--- config.mk ---
export PLATFORM = sky130hd
export DESIGN_NAME = sha256_stream_hasher
export DESIGN_NICKNAME = d
export VERILOG_FILES = /design/src/hw/rtl/shs_pkg.sv /design/src/hw/rtl/sha256_stream_hasher.sv /design/src/hw/rtl/shs_core.sv
export SDC_FILE = /design/constraint.sdc
export NUM_CORES = 2
export LEC_CHECK = 0
export ABC_AREA = 1
export BUFFER_PORTS_ARGS = -buffer_cell sky130_fd_sc_hd__clkbuf_2
export CAP_MARGIN = 20
export CORE_UTILIZATION = 65
export CTS_BUF_LIST = sky130_fd_sc_hd__clkbuf_8
export DETAILED_ROUTE_END_ITERATION = 8
export PLACE_DENSITY = 0.88
export SLEW_MARGIN = 40
export SYNTH_ARGS = -nofsm -noshare
export SYNTH_HDL_FRONTEND = slang
export SYNTH_SLANG_ARGS = --single-unit
--- constraint.sdc ---
create_clock -name clk -period 14.6 [get_ports clk]
set_input_delay 3.65 -clock clk [delete_from_list [all_inputs] [get_ports clk]]
set_output_delay 3.65 -clock clk [all_outputs]
set_load 0.02 [all_outputs]
--- src/hw/rtl/shs_pkg.sv ---
// shared types, round constants and initial hash values for the sha-256 stream hasher
package shs_pkg;

	typedef logic [31:0] word_t;

	localparam logic [7:0] PAD_MARK = 8'h80;
	localparam logic [5:0] LEN_POS  = 6'd56;
	localparam logic [5:0] CNT_LAST = 6'd63;
	localparam logic [5:0] ROUND_LAST = 6'd63;

	localparam word_t K_TAB [64] = '{
		32'h428a2f98, 32'h71374491, 32'hb5c0fbcf, 32'he9b5dba5,
		32'h3956c25b, 32'h59f111f1, 32'h923f82a4, 32'hab1c5ed5,
		32'hd807aa98, 32'h12835b01, 32'h243185be, 32'h550c7dc3,
		32'h72be5d74, 32'h80deb1fe, 32'h9bdc06a7, 32'hc19bf174,
		32'he49b69c1, 32'hefbe4786, 32'h0fc19dc6, 32'h240ca1cc,
		32'h2de92c6f, 32'h4a7484aa, 32'h5cb0a9dc, 32'h76f988da,
		32'h983e5152, 32'ha831c66d, 32'hb00327c8, 32'hbf597fc7,
		32'hc6e00bf3, 32'hd5a79147, 32'h06ca6351, 32'h14292967,
		32'h27b70a85, 32'h2e1b2138, 32'h4d2c6dfc, 32'h53380d13,
		32'h650a7354, 32'h766a0abb, 32'h81c2c92e, 32'h92722c85,
		32'ha2bfe8a1, 32'ha81a664b, 32'hc24b8b70, 32'hc76c51a3,
		32'hd192e819, 32'hd6990624, 32'hf40e3585, 32'h106aa070,
		32'h19a4c116, 32'h1e376c08, 32'h2748774c, 32'h34b0bcb5,
		32'h391c0cb3, 32'h4ed8aa4a, 32'h5b9cca4f, 32'h682e6ff3,
		32'h748f82ee, 32'h78a5636f, 32'h84c87814, 32'h8cc70208,
		32'h90befffa, 32'ha4506ceb, 32'hbef9a3f7, 32'hc67178f2
	};

	localparam word_t IV_TAB [8] = '{
		32'h6a09e667, 32'hbb67ae85, 32'h3c6ef372, 32'ha54ff53a,
		32'h510e527f, 32'h9b05688c, 32'h1f83d9ab, 32'h5be0cd19
	};

	typedef enum logic [2:0] {
		ST_IDLE,
		ST_PAD,
		ST_START,
		ST_WAIT,
		ST_DONE
	} seq_state_t;

	typedef enum logic [1:0] {
		CP_IDLE,
		CP_ROUND,
		CP_ADD
	} core_phase_t;

	typedef struct packed {
		logic       load;
		logic [7:0] data;
		logic       start;
		logic       reinit;
	} core_ctrl_t;

	typedef struct packed {
		logic         done;
		logic [255:0] digest;
	} core_stat_t;

endpackage

--- src/hw/rtl/sha256_stream_hasher.sv ---
// sha-256 stream hasher: byte input channel, 256-bit digest output channel
//
// Input channel (in_valid/in_ready): one message byte per transaction in data_byte,
// qualified by byte_present; end_of_message closes the message after that byte.
// An end mark with no byte and nothing pending hashes the empty message.
// Output channel (out_valid/out_ready): one digest per message as four 64-bit
// big-endian parts, digest_part_0 holding hash words 0 and 1.
// A byte that does not complete a 64-byte block is taken without a stall. The
// byte that completes a block starts a compression on the shared round unit: a
// start step, 64 rounds and a step to add into the hash. After an end mark the
// sequencer feeds the 0x80 mark, zeros and the bit length one byte per cycle
// (over two blocks when the mark lands past byte 55) with a compression after
// each padded block. in_ready is low during each compression and the padding.
// The digest goes into an output register; if the previous digest has not been
// taken yet, the block waits with in_ready low until out_ready frees it.
// Reset returns the hash to its initial values and drops any partial message.
module sha256_stream_hasher
	import shs_pkg::*;
(
	input  logic        clk,
	input  logic        arst_n,
	input  logic        in_valid,
	output logic        in_ready,
	input  logic [7:0]  data_byte,
	input  logic        byte_present,
	input  logic        end_of_message,
	output logic        out_valid,
	input  logic        out_ready,
	output logic [63:0] digest_part_0,
	output logic [63:0] digest_part_1,
	output logic [63:0] digest_part_2,
	output logic [63:0] digest_part_3
);

	seq_state_t   state_q, state_d;
	logic [5:0]   cnt_q;
	logic [63:0]  bits_q;
	logic         end_q;
	logic         mark_q;
	logic         lenblk_q;
	logic         lendone_q;
	logic         out_valid_q;
	logic [255:0] digest_q;
	logic [7:0]   pad_byte;
	logic         in_acc;
	logic         out_load;
	core_ctrl_t   ctrl;
	core_stat_t   stat;

	shs_core u_core (
		.clk    (clk),
		.arst_n (arst_n),
		.ctrl   (ctrl),
		.stat   (stat)
	);

	always_comb begin
		if (!mark_q) begin
			pad_byte = PAD_MARK;
		end else if (lenblk_q && cnt_q >= LEN_POS) begin
			// length bytes go out most significant first
			pad_byte = bits_q[{~cnt_q[2:0], 3'b000} +: 8];
		end else begin
			pad_byte = 8'h00;
		end
	end

	always_comb begin
		state_d     = state_q;
		in_ready    = 1'b0;
		out_load    = 1'b0;
		ctrl.load   = 1'b0;
		ctrl.data   = pad_byte;
		ctrl.start  = 1'b0;
		ctrl.reinit = 1'b0;
		unique case (state_q)
			ST_IDLE: begin
				in_ready  = 1'b1;
				ctrl.data = data_byte;
				ctrl.load = in_valid && byte_present;
				if (in_valid) begin
					if (byte_present && cnt_q == CNT_LAST) begin
						state_d = ST_START;
					end else if (end_of_message) begin
						state_d = ST_PAD;
					end
				end
			end
			ST_PAD: begin
				ctrl.load = 1'b1;
				if (cnt_q == CNT_LAST) begin
					state_d = ST_START;
				end
			end
			ST_START: begin
				ctrl.start = 1'b1;
				state_d    = ST_WAIT;
			end
			ST_WAIT: begin
				if (stat.done) begin
					if (lendone_q) begin
						state_d = ST_DONE;
					end else if (end_q) begin
						state_d = ST_PAD;
					end else begin
						state_d = ST_IDLE;
					end
				end
			end
			ST_DONE: begin
				if (!out_valid_q || out_ready) begin
					out_load    = 1'b1;
					ctrl.reinit = 1'b1;
					state_d     = ST_IDLE;
				end
			end
			default: begin
				state_d = ST_IDLE;
			end
		endcase
	end

	assign in_acc = in_valid && in_ready;

	always_ff @(posedge clk or negedge arst_n) begin
		if (!arst_n) begin
			state_q <= ST_IDLE;
		end else begin
			state_q <= state_d;
		end
	end

	always_ff @(posedge clk or negedge arst_n) begin
		if (!arst_n) begin
			cnt_q     <= '0;
			bits_q    <= '0;
			end_q     <= 1'b0;
			mark_q    <= 1'b0;
			lenblk_q  <= 1'b0;
			lendone_q <= 1'b0;
		end else if (out_load) begin
			cnt_q     <= '0;
			bits_q    <= '0;
			end_q     <= 1'b0;
			mark_q    <= 1'b0;
			lenblk_q  <= 1'b0;
			lendone_q <= 1'b0;
		end else begin
			if (in_acc) begin
				end_q <= end_of_message;
				if (byte_present) begin
					cnt_q  <= cnt_q + 6'd1;
					bits_q <= bits_q + 64'd8;
				end
			end
			if (state_q == ST_PAD) begin
				cnt_q  <= cnt_q + 6'd1;
				mark_q <= 1'b1;
				// mark early enough: the length fits in this block
				if (!mark_q && cnt_q < LEN_POS) begin
					lenblk_q <= 1'b1;
				end
				if (cnt_q == CNT_LAST) begin
					lendone_q <= lenblk_q;
				end
			end
			if (state_q == ST_WAIT && stat.done && end_q) begin
				lenblk_q <= mark_q;
			end
		end
	end

	always_ff @(posedge clk or negedge arst_n) begin
		if (!arst_n) begin
			out_valid_q <= 1'b0;
		end else if (out_load) begin
			out_valid_q <= 1'b1;
		end else if (out_ready) begin
			out_valid_q <= 1'b0;
		end
	end

	always_ff @(posedge clk) begin
		if (out_load) begin
			digest_q <= stat.digest;
		end
	end

	assign out_valid     = out_valid_q;
	assign digest_part_0 = digest_q[255:192];
	assign digest_part_1 = digest_q[191:128];
	assign digest_part_2 = digest_q[127:64];
	assign digest_part_3 = digest_q[63:0];

endmodule

--- src/hw/rtl/shs_core.sv ---
// sha-256 block buffer, rolling message schedule and one-round-per-cycle compression unit
module shs_core
	import shs_pkg::*;
(
	input  logic       clk,
	input  logic       arst_n,
	input  core_ctrl_t ctrl,
	output core_stat_t stat
);

	logic [511:0] win_q;
	word_t        wk_q [8];
	word_t        hash_q [8];
	core_phase_t  phase_q, phase_d;
	logic [5:0]   round_q;

	word_t w0, w1, w9, w14, w_new;
	word_t t1, t2, ch, maj;

	function automatic word_t rotr(word_t v, int n);
		return (v >> n) | (v << (32 - n));
	endfunction

	always_comb begin
		// word j of the window sits at bits 511-32j down
		w0  = win_q[511:480];
		w1  = win_q[479:448];
		w9  = win_q[223:192];
		w14 = win_q[63:32];
		w_new = w0 + (rotr(w1, 7) ^ rotr(w1, 18) ^ (w1 >> 3)) + w9
			+ (rotr(w14, 17) ^ rotr(w14, 19) ^ (w14 >> 10));
		ch  = (wk_q[4] & wk_q[5]) ^ (~wk_q[4] & wk_q[6]);
		maj = (wk_q[0] & wk_q[1]) ^ (wk_q[0] & wk_q[2]) ^ (wk_q[1] & wk_q[2]);
		t1 = wk_q[7] + (rotr(wk_q[4], 6) ^ rotr(wk_q[4], 11) ^ rotr(wk_q[4], 25))
			+ ch + K_TAB[round_q] + w0;
		t2 = (rotr(wk_q[0], 2) ^ rotr(wk_q[0], 13) ^ rotr(wk_q[0], 22)) + maj;
	end

	// bytes shift in big-endian; rounds slide the window one word
	always_ff @(posedge clk) begin
		if (ctrl.load) begin
			win_q <= {win_q[503:0], ctrl.data};
		end else if (phase_q == CP_ROUND) begin
			win_q <= {win_q[479:0], w_new};
		end
	end

	always_ff @(posedge clk) begin
		if (ctrl.start) begin
			wk_q <= hash_q;
		end else if (phase_q == CP_ROUND) begin
			wk_q[7] <= wk_q[6];
			wk_q[6] <= wk_q[5];
			wk_q[5] <= wk_q[4];
			wk_q[4] <= wk_q[3] + t1;
			wk_q[3] <= wk_q[2];
			wk_q[2] <= wk_q[1];
			wk_q[1] <= wk_q[0];
			wk_q[0] <= t1 + t2;
		end
	end

	always_comb begin
		phase_d = phase_q;
		unique case (phase_q)
			CP_IDLE: begin
				if (ctrl.start) begin
					phase_d = CP_ROUND;
				end
			end
			CP_ROUND: begin
				if (round_q == ROUND_LAST) begin
					phase_d = CP_ADD;
				end
			end
			CP_ADD: begin
				phase_d = CP_IDLE;
			end
			default: begin
				phase_d = CP_IDLE;
			end
		endcase
	end

	always_ff @(posedge clk or negedge arst_n) begin
		if (!arst_n) begin
			phase_q <= CP_IDLE;
			round_q <= '0;
			hash_q  <= IV_TAB;
		end else begin
			phase_q <= phase_d;
			// wraps back to zero after the last round
			if (phase_q == CP_ROUND) begin
				round_q <= round_q + 6'd1;
			end
			if (ctrl.reinit) begin
				hash_q <= IV_TAB;
			end else if (phase_q == CP_ADD) begin
				for (int i = 0; i < 8; i++) begin
					hash_q[i] <= hash_q[i] + wk_q[i];
				end
			end
		end
	end

	assign stat.done   = (phase_q == CP_ADD);
	assign stat.digest = {hash_q[0], hash_q[1], hash_q[2], hash_q[3],
		hash_q[4], hash_q[5], hash_q[6], hash_q[7]};

endmodule

# Word level (Yosys, flattened, before mapping)
# Memory sizes are Yosys's and may differ from the RTL's.
# Index checks and enable logic that the tools add are counted.
word_totals:
  rom_bits: 2048
  out_inout_bits: 258
  reg_bits: 1366
  word_cells: 176
  inputBits: 14
  n_memories: 1
classes:
  mux: 48
  magnitude_cmp: 3
  bitwise_logic: 29
  n_shift: 1
  reduce_logical: 30
  n_eq_ne: 15
  n_addsub: 21
mem_list:
  columns: ["memory", "words", "word_bits", "read_ports", "rd_ports_with_merged_regs", "wr", "line_no", "rtl"]
  rows:
  - ["(no name shown)", 64, 32, 1, 0, 0, "shs_core.sv:35", "+ ch + K_TAB[round_q] + w0;"]
ops:
  columns: ["operator", "count"]
  rows:
  - ["$mux W256", 4]
  - ["$mux W512", 2]
  - ["$add A32 B32 Y32", 18]
  - ["$xor A32 B32 Y32", 9]
  - ["$mux W64", 3]
  - ["$and A32 B32 Y32", 5]
  - ["$add A64 B4 Y64 const B", 1]
  - ["$mux W32", 2]
  - ["$shiftx A64 B7 Y8", 1]
  - ["$not A32 Y32", 1]
  - ["$or A10 B32 Y32", 1]
  - ["$or A13 B32 Y32", 1]
  - ["$or A14 B32 Y32", 1]
  - ["$or A15 B32 Y32", 1]
  - ["$or A19 B32 Y32", 1]
  - ["$or A21 B32 Y32", 1]
  - ["$or A25 B32 Y32", 1]
  - ["$or A26 B32 Y32", 1]
  - ["$or A30 B32 Y32", 1]
  - ["$or A7 B32 Y32", 1]
  - ["$xor A32 B22 Y32", 1]
  - ["$xor A32 B29 Y32", 1]
  - ["$mux W6", 4]
  - ["$mux W8", 3]
  - ["29 further kinds", 82]

# Depth between registers and ports, before layout
logic_depth:
  word_depth: 10
  ltp_mapped: 45
  depth_no_buf: 44

# By module
# A second synthesis with hierarchy kept.
hier_totals:
  cells_unflattened: 10644
  area_unflattened_um2: 88252.1
by_module_without_submodules:
  columns: ["mod", "n_inst", "area_each_um2", "seq_area_each_um2", "cells_per_inst"]
  rows:
  - ["shs_core", 1, 75187.1, 29838.6, 9564]
  - ["sha256_stream_hasher", 1, 13065.0, 9564.2, 1080]

# Worst setup path before layout
# Ideal clock, no wire load.
synth_timing:
  kind: "input-to-reg"
  startpoint: "input byte_present"
  endpoint: "register u_core.win_q[0] (enable)"
  setup_ps: 3665
  arrival_ps: 12714
  n_path_buf: 2
  required_ps: 10935
  setup_slack_ps: -1778
  stages: 6
  path_cell_list: "nand3_4 > nand2_2 > inv_2 > buf_2 > buf_1 > nand2_1"
synth_between:
  elab_chain_cells: 3
synth_lines:
  columns: ["element", "line_no", "rtl"]
  rows:
  - ["start: declaration", "sha256_stream_hasher.sv:25", "input logic byte_present,"]
  - ["$logic_and A1 B1 Y1", "sha256_stream_hasher.sv:80", "ctrl.load = in_valid && byte_present;"]
  - ["$pmux W1 S2", "sha256_stream_hasher.sv:76", "unique case (state_q)"]
  - ["$reduce_bool A2 Y1 (no source line)", null, null]
  - ["end signal: assignment", "shs_core.sv:42", "win_q <= {win_q[503:0], ctrl.data};"]
  - ["end signal: assignment", "shs_core.sv:44", "win_q <= {win_q[479:0], w_new};"]
  - ["end: declaration", "shs_core.sv:11", "logic [511:0] win_q;"]
# Every way passes these cells.
# A chain may end at the register's enable or synchronous reset.

# Final worst setup path
layout_timing:
  startpoint: "register u_core.round_q[1]"
  endpoint: "register u_core.wk_q[254] (netlist name) (data pin)"
layout_between:
  elab_chain_cells: 9
layout_lines:
  columns: ["element", "line_no", "rtl"]
  rows:
  - ["start: declaration", "shs_core.sv:15", "logic [5:0] round_q;"]
  - ["start signal: assignment", "shs_core.sv:94", "round_q <= round_q + 6'd1;"]
  - ["$not A6 Y7 (not written as such)", "shs_core.sv:35", null]
  - ["$mem_v2 Z64 W32", null, null]
  - ["$mux W32 (not written as such) (2 in series)", "shs_core.sv:35", null]
  - ["$add A32 B32 Y32 (2 in series)", "shs_core.sv:35", null]
  - ["$add A32 B32 Y32", "shs_core.sv:59", "wk_q[0] <= t1 + t2;"]
  - ["$mux W256", "shs_core.sv:51", "end else if (phase_q == CP_ROUND) begin"]
  - ["$mux W256", "shs_core.sv:49", "if (ctrl.start) begin"]
  - ["end signal: assignment", "shs_core.sv:50", "wk_q <= hash_q;"]
  - ["end: declaration", "shs_core.sv:12", "word_t wk_q [8];"]
# Every way passes these cells. The select of a mux whose other input is x is not followed.

==> flow_summary.ini <==
[logic_synthesis]
yosysMostFrequentCell = nand2_1
synth_cell_types = 73
ys_async_sr_fraction = 0.2487
ys_warn_count = 0
synth_top_family_by_area = simple AND/OR/NAND/NOR gates
synthCells = 10680
synth_top_cell_by_area = edfxtp_1
synth_compound_area_frac = 0.1149
synth_xor_area_frac = 0.03850
yosys-top-cells-area = edfxtp_1 (35%), nand2_1 (14%), dfrtp_1 (5.8%)
synth_ff_type = edfxtp_1
synthSimpleGateAreaFrac = 0.2250
yosys-top-cells-count = nand2_1 (3311), inv_1 (1193), edfxtp_1 (1024), nor2_1 (762), o21ai_0 (753)
netlist_area_mm2 = 0.08826
synth_edf_count = 1024
synthAdderAreaFrac = 0.1029
syn_area_per_cell_um2 = 8.263
netlist.area_leader.share = 0.3484
synth-seq-cells = 1363
ys_seq_area_frac = 0.4464
synth_mux_area_frac = 0.002722
synth_nets = 11290

[floorplanning]
die_w_um = 370.5
ioPinCount = 272
core_region_area_mm2 = 0.1341
dieArea_mm2 = 0.1373
die_h_um = 370.5
placementRows = 134
start_util = 0.6580

[sta]
hold_violations = 0
rsz0062_at_grt = false
relSlewSlack = 0.3646
fin_tns_setup_ns = 0
fmax_ghz = 0.1047
drv_slew = 0
setup_viol = 0
skew_ns = 0.07663
fin_crit_sh = 0.6539
fin_crit_ns = 9.547
setup_slack_ns = 5.053
worst_pin_slew_ns = 0.9431

[run_status]
status = finished, final reports clean

[cts]
clockBufferDepth = 3
htree_levels = 4
clk_latency_ns = 1.01
cts-root-buf = clkbuf_8
clkTransAtPathRegs_ns = 0.07
cts_sinks = 1363
postCtsHoldBufs = 0
cts_setup_buffers = 0
cts_tree = done
cts-resized-gates = 0
numCtsBuffers = 217

[grt]
antenna_found_initial = 9
grt_max_degree = 224
grt_pass1_wl_um = 471800
grt_util_all_layers = 0.4592
grt_overflow = 0
grt_pass1_vias = 77140

[cells_and_area]
layout-drive-gt1-share = 0.07808
multi_input_area_mm2 = 0.04278
ff_latch_area_mm2 = 0.03941
fill_cells = 9992
syn_to_final_growth_pct = 8.321
nets = 11460

[worst_setup_path]
critPathCaptureType = flop
crit_fanout = 14
reg2reg_slack_ns = 5.05
worst_ep_required_time_ns = 15.30
crit_top_cell = nand2_1
cp_slowest_cell = dfrtp_1
crit_type = flop to flop
cp.arrival_ns = 10.25
cp-start-kind = flop
slowest_delay_ns = 0.67

[placement]
preCtsSetupSlack_ns = 5.412
io_buffers = 271
hpwl_um = 237300
gp_congestion = 1.097

[drt]
route.vias.total = 81510
final_antenna_net_count = 0
post_drt_via_cell_ratio = 6.362
wl_per_cell_um = 25.06
dr.pass1.iters = 9
route.detailed.drc = 0
drt_iter0_markers = 12850
finalWirelength_um = 321100

[min_path]
hold_path_class = flop to flop

[job]
drv_cap = 0
layout by cell type, fill, tap and decap left out, types with 31 or more instances in the layout:
| cell | count |
|---|---|
| edfxtp_1 | 1024 |
| o22ai_1 | 103 |
| nor3_1 | 124 |
| clkbuf_2 | 270 |
| clkinv_1 | 38 |
| o21bai_1 | 70 |
| a21oi_1 | 616 |
| xnor2_1 | 152 |
| nor2_1 | 762 |
| o21a_1 | 33 |
| clkbuf_8 | 235 |
| dfrtp_1 | 201 |
| dfstp_2 | 136 |
| nand3_1 | 433 |
| nand3b_1 | 49 |
| nand2_1 | 3306 |
| ha_1 | 395 |
| o21ai_0 | 753 |
| inv_1 | 1266 |
| a21o_1 | 53 |
| clkinv_2 | 35 |
| a31oi_1 | 38 |
| o211ai_1 | 31 |
| buf_4 | 31 |
| fa_1 | 195 |
| xor2_1 | 236 |
| nand4_1 | 118 |
state kept, by name, indices dropped and copies added, names as in the netlist:
register / cells
u_core.win_q: 512
digest_q: 256
u_core.stat: 256
u_core.wk_q: 256
bits_q: 61
cnt_q: 6
u_core.round_q: 6
state_q: 3
u_core.phase_q: 2
end_q: 1
lenblk_q: 1
lendone_q: 1
mark_q: 1
out_valid: 1
worst max-delay path: cells and delay by family (launching register included):
| family | cells | cell delay (ns) |
|---|---|---|
| adder cells (fa/ha/maj) | 8 | 3.47 |
| AO/OA/AOI/OAI | 6 | 1.91 |
| AND/OR/NAND/NOR | 13 | 1.74 |
| buffers and inverters | 6 | 0.96 |
| flip-flops | 1 | 0.67 |
| XOR/XNOR | 1 | 0.51 |
per-stage QoR:
step / std cells / hold WS [ns] / util / area, µm²
floorplan: 10680 / 0.4337 / - / 88260
global placement: 12390 / 0.4484 / 0.6766 / 90750
detailed placement: 12390 / 0.4648 / 0.6775 / 90880
CTS: 12800 / 0.4772 / 0.7113 / 95400
global route: 12810 / 0.4874 / 0.7128 / 95600
finish: 12810 / 0.4780 / 0.7128 / 95610
layer usage:
metal / share of wire / track usage
met5: 0.00021 / 0
met4: 0.074 / 0.2776
met3: 0.14 / 0.1190
met2: 0.42 / 0.6777
met1: 0.36 / 0.6091
logic make-up (layout without fill, tap and decap cells):
logic type / Yosys count / count (layout)
AOI/OAI and AO/OA: 1823 / 1823
xor gates and xnor gates: 388 / 388
adders and majority gates: 614 / 614
buffers and inverters: 1585 / 1943
DFF: 1363 / 1363
muxes: 22 / 22
other: 0 / 5
and+or+nand+nor: 4887 / 4887
worst paths after layout:
kind / start / cells past startpoint / to
worst max-delay path: u_core.round_q[1] / 34 / u_core.wk_q[254]
worst min-delay path: u_core.phase_q[1] / 1 / u_core.phase_q[0]
worst max register to register: u_core.round_q[1] / 34 / u_core.wk_q[254]
worst min register to register: u_core.phase_q[1] / 1 / u_core.phase_q[0]
max in group asynchronous: arst_n / 3 / bits_q[9]
min in group asynchronous: arst_n / 1 / u_core.stat[90]
area by class of cell:
class                      instances  area share
multi-input combinational       7734      0.4474
clock buffer                     234     0.03369
clock inverter                   173     0.01366
inverter                        1206     0.04753
tap                             1768     0.02314
timing repair buffer             330     0.02225
sequential                      1363      0.4122
antenna                            5   0.0001309
Power is left out: the tool's default activity adds up to more than one toggle a clock period on the data nets, which glitch-free logic cannot reach.
